`src/rtl/cfa_pkg.sv`:
```
// Types and constants shared by the contiguous frame allocator modules.
// No dependencies.
`default_nettype none
package cfa_pkg;

   localparam int FRAME_W = 20;
   localparam int COUNT_W = 15;
   localparam int STAT_W  = 3;
   localparam int CSR_IW  = 2;

   typedef enum logic [1:0] {
      OP_ALLOC   = 2'd0,
      OP_RELEASE = 2'd1,
      OP_MARK    = 2'd2,
      OP_INIT    = 2'd3
   } op_type;

   typedef enum logic [STAT_W-1:0] {
      ST_OK          = 3'd0,
      ST_NO_RUN      = 3'd1,
      ST_NOT_HEAD    = 3'd2,
      ST_OUT_OF_POOL = 3'd3,
      ST_BAD_COUNT   = 3'd4
   } status_type;

   localparam logic [CSR_IW-1:0] CSR_BASE_FRAME    = 2'd0;
   localparam logic [CSR_IW-1:0] CSR_POOL_SIZE     = 2'd1;
   localparam logic [CSR_IW-1:0] CSR_RESERVE_FIRST = 2'd2;

   localparam logic [1:0] FR_FREE = 2'b00;
   localparam logic [1:0] FR_USED = 2'b01;
   localparam logic [1:0] FR_HEAD = 2'b11;

   typedef struct packed {
      op_type              op;
      logic [FRAME_W-1:0]  frame_number;
      logic [COUNT_W-1:0]  count;
   } req_type;

   typedef struct packed {
      logic [FRAME_W-1:0]  result_frame;
      status_type          status;
      logic [COUNT_W-1:0]  free_frames;
   } rsp_type;

   typedef struct packed {
      op_type              kind;
      logic                early;
      status_type          status;
      logic [FRAME_W-1:0]  offset;
      logic [COUNT_W-1:0]  count;
   } cmd_type;

endpackage
`default_nettype wire

```
`src/rtl/cfa_front.sv`:
```
// Front end: accepts requests, checks their count and their place in the pool and queues commands.
// Depends on cfa_pkg.
`default_nettype none
module cfa_front
   import cfa_pkg::*;
#(
   parameter int CW = 15
) (
   input  wire logic               clock,
   input  wire logic               reset,
   input  wire logic               req_valid,
   output logic                    req_ready,
   input  wire req_type            req_payload,
   input  wire logic               clearing,
   input  wire logic [FRAME_W-1:0] base_frame,
   input  wire logic [CW-1:0]      pool_frames,
   output logic                    cmd_valid,
   output cmd_type                 cmd,
   input  wire logic               cmd_pop
);

   cmd_type           queue_ff [2];
   logic              wr_ptr_ff, wr_ptr_in;
   logic              rd_ptr_ff, rd_ptr_in;
   logic [1:0]        fill_ff, fill_in;
   logic              push;
   cmd_type           entry;
   logic [FRAME_W:0]  diff;
   logic [FRAME_W-1:0] n_ext;
   logic              outside;

   assign req_ready = (fill_ff != 2'd2) && !clearing;
   assign push      = req_valid && req_ready;
   assign cmd_valid = (fill_ff != 2'd0);
   assign cmd       = queue_ff[rd_ptr_ff];

   always_comb begin
      diff    = {1'b0, req_payload.frame_number} - {1'b0, base_frame};
      n_ext   = FRAME_W'(pool_frames);
      outside = diff[FRAME_W] || (diff[FRAME_W-1:0] >= n_ext);
      entry.kind   = req_payload.op;
      entry.early  = 1'b0;
      entry.status = ST_OK;
      entry.offset = diff[FRAME_W-1:0];
      entry.count  = req_payload.count;
      unique case (req_payload.op)
         OP_ALLOC: begin
            if (req_payload.count == '0) begin
               entry.early  = 1'b1;
               entry.status = ST_BAD_COUNT;
            end
         end
         OP_RELEASE: begin
            if (outside) begin
               entry.early  = 1'b1;
               entry.status = ST_OUT_OF_POOL;
            end
         end
         OP_MARK: begin
            if (req_payload.count == '0) begin
               entry.early  = 1'b1;
               entry.status = ST_BAD_COUNT;
            end else if (outside ||
                         (FRAME_W'(req_payload.count) > n_ext - diff[FRAME_W-1:0])) begin
               entry.early  = 1'b1;
               entry.status = ST_OUT_OF_POOL;
            end
         end
         OP_INIT: begin
         end
      endcase
   end

   always_comb begin
      wr_ptr_in = push ? !wr_ptr_ff : wr_ptr_ff;
      rd_ptr_in = cmd_pop ? !rd_ptr_ff : rd_ptr_ff;
      fill_in   = fill_ff + {1'b0, push} - {1'b0, cmd_pop};
   end

   always_ff @(posedge clock) begin
      if (push) begin
         queue_ff[wr_ptr_ff] <= entry;
      end
      if (reset) begin
         wr_ptr_ff <= 1'b0;
         rd_ptr_ff <= 1'b0;
         fill_ff   <= 2'd0;
      end else begin
         wr_ptr_ff <= wr_ptr_in;
         rd_ptr_ff <= rd_ptr_in;
         fill_ff   <= fill_in;
      end
   end

endmodule
`default_nettype wire

```
`config.mk`:
```
export PLATFORM = sky130hd
export DESIGN_NAME = cfa_front
export DESIGN_NICKNAME = d
export VERILOG_FILES = /design/src/rtl/cfa_pkg.sv /design/src/rtl/cfa_front.sv
export SDC_FILE = /design/constraint.sdc
export NUM_CORES = 1
export LEC_CHECK = 0
export BUFFER_PORTS_ARGS = -buffer_cell sky130_fd_sc_hd__buf_2
export CAP_MARGIN = 5
export CORE_ASPECT_RATIO = 0.6
export CORE_MARGIN = 3
export CORE_UTILIZATION = 50
export CTS_CLUSTER_DIAMETER = 150
export DETAILED_ROUTE_END_ITERATION = 16
export PLACE_DENSITY_LB_ADDON = 0.08
export SYNTH_ARGS = -nofsm -noshare
export SYNTH_HDL_FRONTEND = slang
export SYNTH_SLANG_ARGS = --single-unit
```
`constraint.sdc`:
```
create_clock -name clock -period 8.79 [get_ports clock]
set_input_delay 0.879 -clock clock [delete_from_list [all_inputs] [get_ports clock]]
set_output_delay 0.879 -clock clock [all_outputs]
set_load 0.1 [all_outputs]
```
==> PnR_summary.wiki <==
{| class="wikitable"
! Metric !! Value
|-
| Root Driver || sky130_fd_sc_hd__clkbuf_16
|-
| Setup_tns || 0 ps
|-
| Combinational family with the most area after synthesis || compound AO/OA/AOI/OAI gates
|-
| Max Slew Vio Count || 0
|-
| Share of post-route cells with drive strength above 1 || 0.299
|-
| Final hold violation count || 0
|-
| Placement-stage worst setup slack || 1430 ps
|-
| Sw frac || 0.398
|-
| Unrepaired setup endpoints after global routing || no
|-
| Final setup viols || 0
|-
| DRT Pass-1 Iters || 4
|-
| Clock transition at the registers of the reported paths || 60 ps
|-
| Synthesized net count || 632
|-
| Total wirelength of the detailed-routed design || 13000 um
|-
| Complex-gate fraction of the synthesized area || 0.142
|-
| Top achievable clock speed || 142 MHz
|-
| Worst-Skew Late Latency || 330 ps
|-
| Outcome || complete, no violations
|-
| Fin nets || 749
|-
| Vias after detailed routing || 4349
|-
| Final worst path period share || 0.803
|-
| Setup crit end kind || flop
|-
| Count of cell types in the netlist || 66
|-
| Portion of total power attributed to sequential cells || 0.331
|-
| Register area || 2500 um^2
|-
| Post-synthesis cell count || 506
|-
| Leftover overflow at the end of global routing || 0
|-
| TritonCTS clock tree || built
|-
| P per Cell Area || 228 nW/um^2
|-
| Worst setup slack for register-to-register paths || 6890 ps
|-
| Fin Hold WS || 532 ps
|-
| DR vias/cell || 5.67
|-
| Standby leakage power || 2.85 nW
|-
| Hold-fix buffers at CTS || 0
|-
| Routability-driven placement congestion ratio || 0.831
|-
| Post-synthesis to final-layout area growth || 18.1%
|-
| Worst setup slack after layout || 1740 ps
|-
| XOR/XNOR Fraction of Synth Area || 0.0517
|-
| DRT iter0 DRCs || 267
|-
| Class of the tightest hold or removal check || flop to flop
|-
| Worst setup path class || primary input to flop
|-
| Remaining routing DRC violations || 0
|-
| End-of-flow core utilization || 0.615
|-
| Core footprint || 10700 um^2
|-
| CP Data Arrival Time || 7130 ps
|-
| Final Critical Period || 7050 ps
|-
| Num rows || 29
|-
| Via count of the first global-routing pass || 4133
|-
| Layout fillers || 915
|-
| # Max-Cap Violations || 0
|-
| Total die area || 12500 um^2
|-
| Most used DFF post-synth || sky130_fd_sc_hd__edfxtp_1
|-
| Proportion of power drawn by combinational gates || 0.424
|-
| Max-slew headroom || 0.328
|-
| Number of levels in the clock H-tree || 3
|-
| Number of antenna violations at the first check in global routing || 0
|-
| Maximum number of buffers from clock root to sink || 2
|-
| Global-route wire length before repair || 20400 um
|-
| Per-instance average area after synthesis || 11.1 um^2
|-
| Worst path required time || 8870 ps
|-
| Count of flip-flops with a built-in enable after synthesis || 80
|-
| Average routed wire per standard cell || 16.9 um
|-
| Maximum fanout along the worst path || 6
|-
| Antenna cell count || 0
|-
| Area taken by multi-input logic gates || 2870 um^2
|-
| Total non-filler cell area in the finished layout || 6610 um^2
|-
| Total setup buffers inserted after CTS || 0
|-
| CTS resizes || 0
|-
| Post-synthesis adder-cell area fraction || 0.118
|-
| Pin count of the biggest net entering global routing || 41
|-
| Share of cell area taken by muxes after synthesis || 0.0805
|-
| Total routing usage reported by global routing || 0.208
|-
| Clock sink total || 85
|-
| Number of warnings printed during yosys synthesis || 0
|-
| Post-synthesis simple-gate area fraction || 0.119
|-
| Horizontal die dimension || 143 um
|-
| Post-detailed-route count of antenna-violating nets || 0
|-
| Worst-Margin Slew || 1010 ps
|-
| Number of buffers added by the clock tree synthesis step || 9
|-
| Count of input and output buffers || 119
|-
| Part of the total power dissipated in the clock network || 0.245
|-
| Max Clock Skew || 2.89 ps
|-
| Internal Power || 0.908 mW
|-
| Starting density of the core || 0.521
|-
| Leading cell types in the layout, fill and taps excluded || 119 x sky130_fd_sc_hd__buf_2, 80 x sky130_fd_sc_hd__edfxtp_1, 47 x sky130_fd_sc_hd__ha_1
|-
| Placed cell area || 6320 um^2
|-
| Net switching power of the design || 0.600 mW
|-
| Die height || 87.9 um
|-
| Fraction of the yosys area taken by sequential cells || 0.447
|-
| Most frequent standard cell in the layout excluding fill and tap cells || sky130_fd_sc_hd__buf_2
|-
| Peak ir drop on the vdd network || 0.0000834 V
|-
| Netlist area before placement || 5590 um^2
|-
| Type of origin of the critical path || primary input
|-
| HPWL after DPL || 9980 um
|-
| I/O pin cnt || 120
|-
| Share of async-settable or async-resettable flops after synthesis || 0
|-
| Seq cells post-synth || 85
|}
## layout make-up
class / count / share of cell area
multi-input cells: 363 / 0.434
flip-flops and latches: 85 / 0.379
repair buffers: 120 / 0.0913
clock buffers: 10 / 0.0346
well taps: 139 / 0.0263
inverters: 44 / 0.0250
clock inverters: 6 / 0.00966
## worst paths after layout
check                                       startpoint                   endpoint  cells after the start
worst min-delay path            rd_ptr_ff$_SDFFE_PP0P_                       flop                      2
worst max register to register   fill_ff[0]$_SDFF_PP0_  queue_ff[1][29]$_DFFE_PP_                      3
worst min register to register  rd_ptr_ff$_SDFFE_PP0P_                       flop                      2
worst max-delay path                   req_payload[19]  queue_ff[0][38]$_DFFE_PP_                     28
## state kept, by name (all words and copies together), names as in the netlist, named ones only
name       count
fill_ff        2
queue_ff      80
rd_ptr_ff      1
wr_ptr_ff      1
## metal layers
metal	wire [um]	part of all wire	vias up	global-route usage
li1	-	-	2132	-
met1	6370	0.49	2033	0.301
met2	5620	0.43	173	0.323
met3	890	0.069	11	0.0420
met4	106	0.0082	0	0.0535
met5	0	0	-	0
## worst max-delay path, stage by stage
cell and delay [ps]:
sky130_fd_sc_hd__buf_2 100, sky130_fd_sc_hd__ha_1 350, sky130_fd_sc_hd__and2_1 220, sky130_fd_sc_hd__a221oi_2 430, sky130_fd_sc_hd__nand2_1 150, sky130_fd_sc_hd__a31oi_1 230, sky130_fd_sc_hd__xnor2_1 200, sky130_fd_sc_hd__inv_1 80
sky130_fd_sc_hd__ha_1 340, sky130_fd_sc_hd__and3_4 230, sky130_fd_sc_hd__a221o_1 310, sky130_fd_sc_hd__a31o_1 210, sky130_fd_sc_hd__a221o_1 290, sky130_fd_sc_hd__o31a_1 250, sky130_fd_sc_hd__o311a_1 380, sky130_fd_sc_hd__or3_4 350
sky130_fd_sc_hd__maj3_2 320, sky130_fd_sc_hd__a21oi_2 150, sky130_fd_sc_hd__xor2_1 80, sky130_fd_sc_hd__ha_1 300, sky130_fd_sc_hd__nand4_1 90, sky130_fd_sc_hd__or4_1 460, sky130_fd_sc_hd__o21ai_0 80, sky130_fd_sc_hd__a21oi_1 70
sky130_fd_sc_hd__and2_1 150, sky130_fd_sc_hd__o2bb2ai_1 150, sky130_fd_sc_hd__a211oi_2 200, sky130_fd_sc_hd__a211oi_1 80
## metrics by stage
stage	power [mW]	instances
after floorplan	1.01	506
after global placement	1.13	751
after detailed placement	1.14	751
after CTS	1.51	767
after global routing	1.59	767
final	1.51	767
## cell families (layout without fill, tap and decap cells)
family / after synthesis / after routing
AOI/OAI and AO/OA: 113 / 113
DFF: 85 / 85
and+or+nand+nor: 125 / 125
adders and majority gates: 52 / 52
muxes: 40 / 40
buffers and inverters: 58 / 180
xor gates and xnor gates: 33 / 33
## cell usage after synthesis (9+ instances only)
library cell                n  area share
sky130_fd_sc_hd__a21o_1    17       0.023
sky130_fd_sc_hd__nand2b_1  10       0.011
sky130_fd_sc_hd__a21oi_1   28       0.025
sky130_fd_sc_hd__nor2_1    29       0.019
sky130_fd_sc_hd__xor2_1    13       0.020
sky130_fd_sc_hd__edfxtp_1  80        0.43
sky130_fd_sc_hd__mux2_2    40       0.081
sky130_fd_sc_hd__xnor2_1   20       0.031
sky130_fd_sc_hd__nor3_1     9      0.0081
sky130_fd_sc_hd__o21ai_0   11      0.0098
sky130_fd_sc_hd__ha_1      47        0.11
sky130_fd_sc_hd__nand2_1   21       0.014
sky130_fd_sc_hd__inv_1     44       0.030
sky130_fd_sc_hd__nor2b_1   10       0.011
sky130_fd_sc_hd__and3_1    10       0.011
## power groups by stage
stage	clock [mW]	combinational, mW	sequential [mW]
CTS	0.376	0.638	0.499
global placement	0	0.620	0.506
detailed placement	0	0.634	0.508
finish	0.370	0.639	0.499
floorplan	0	0.513	0.499
global route	0.397	0.694	0.502
Note: power is estimated with default switching activity, not from simulation.
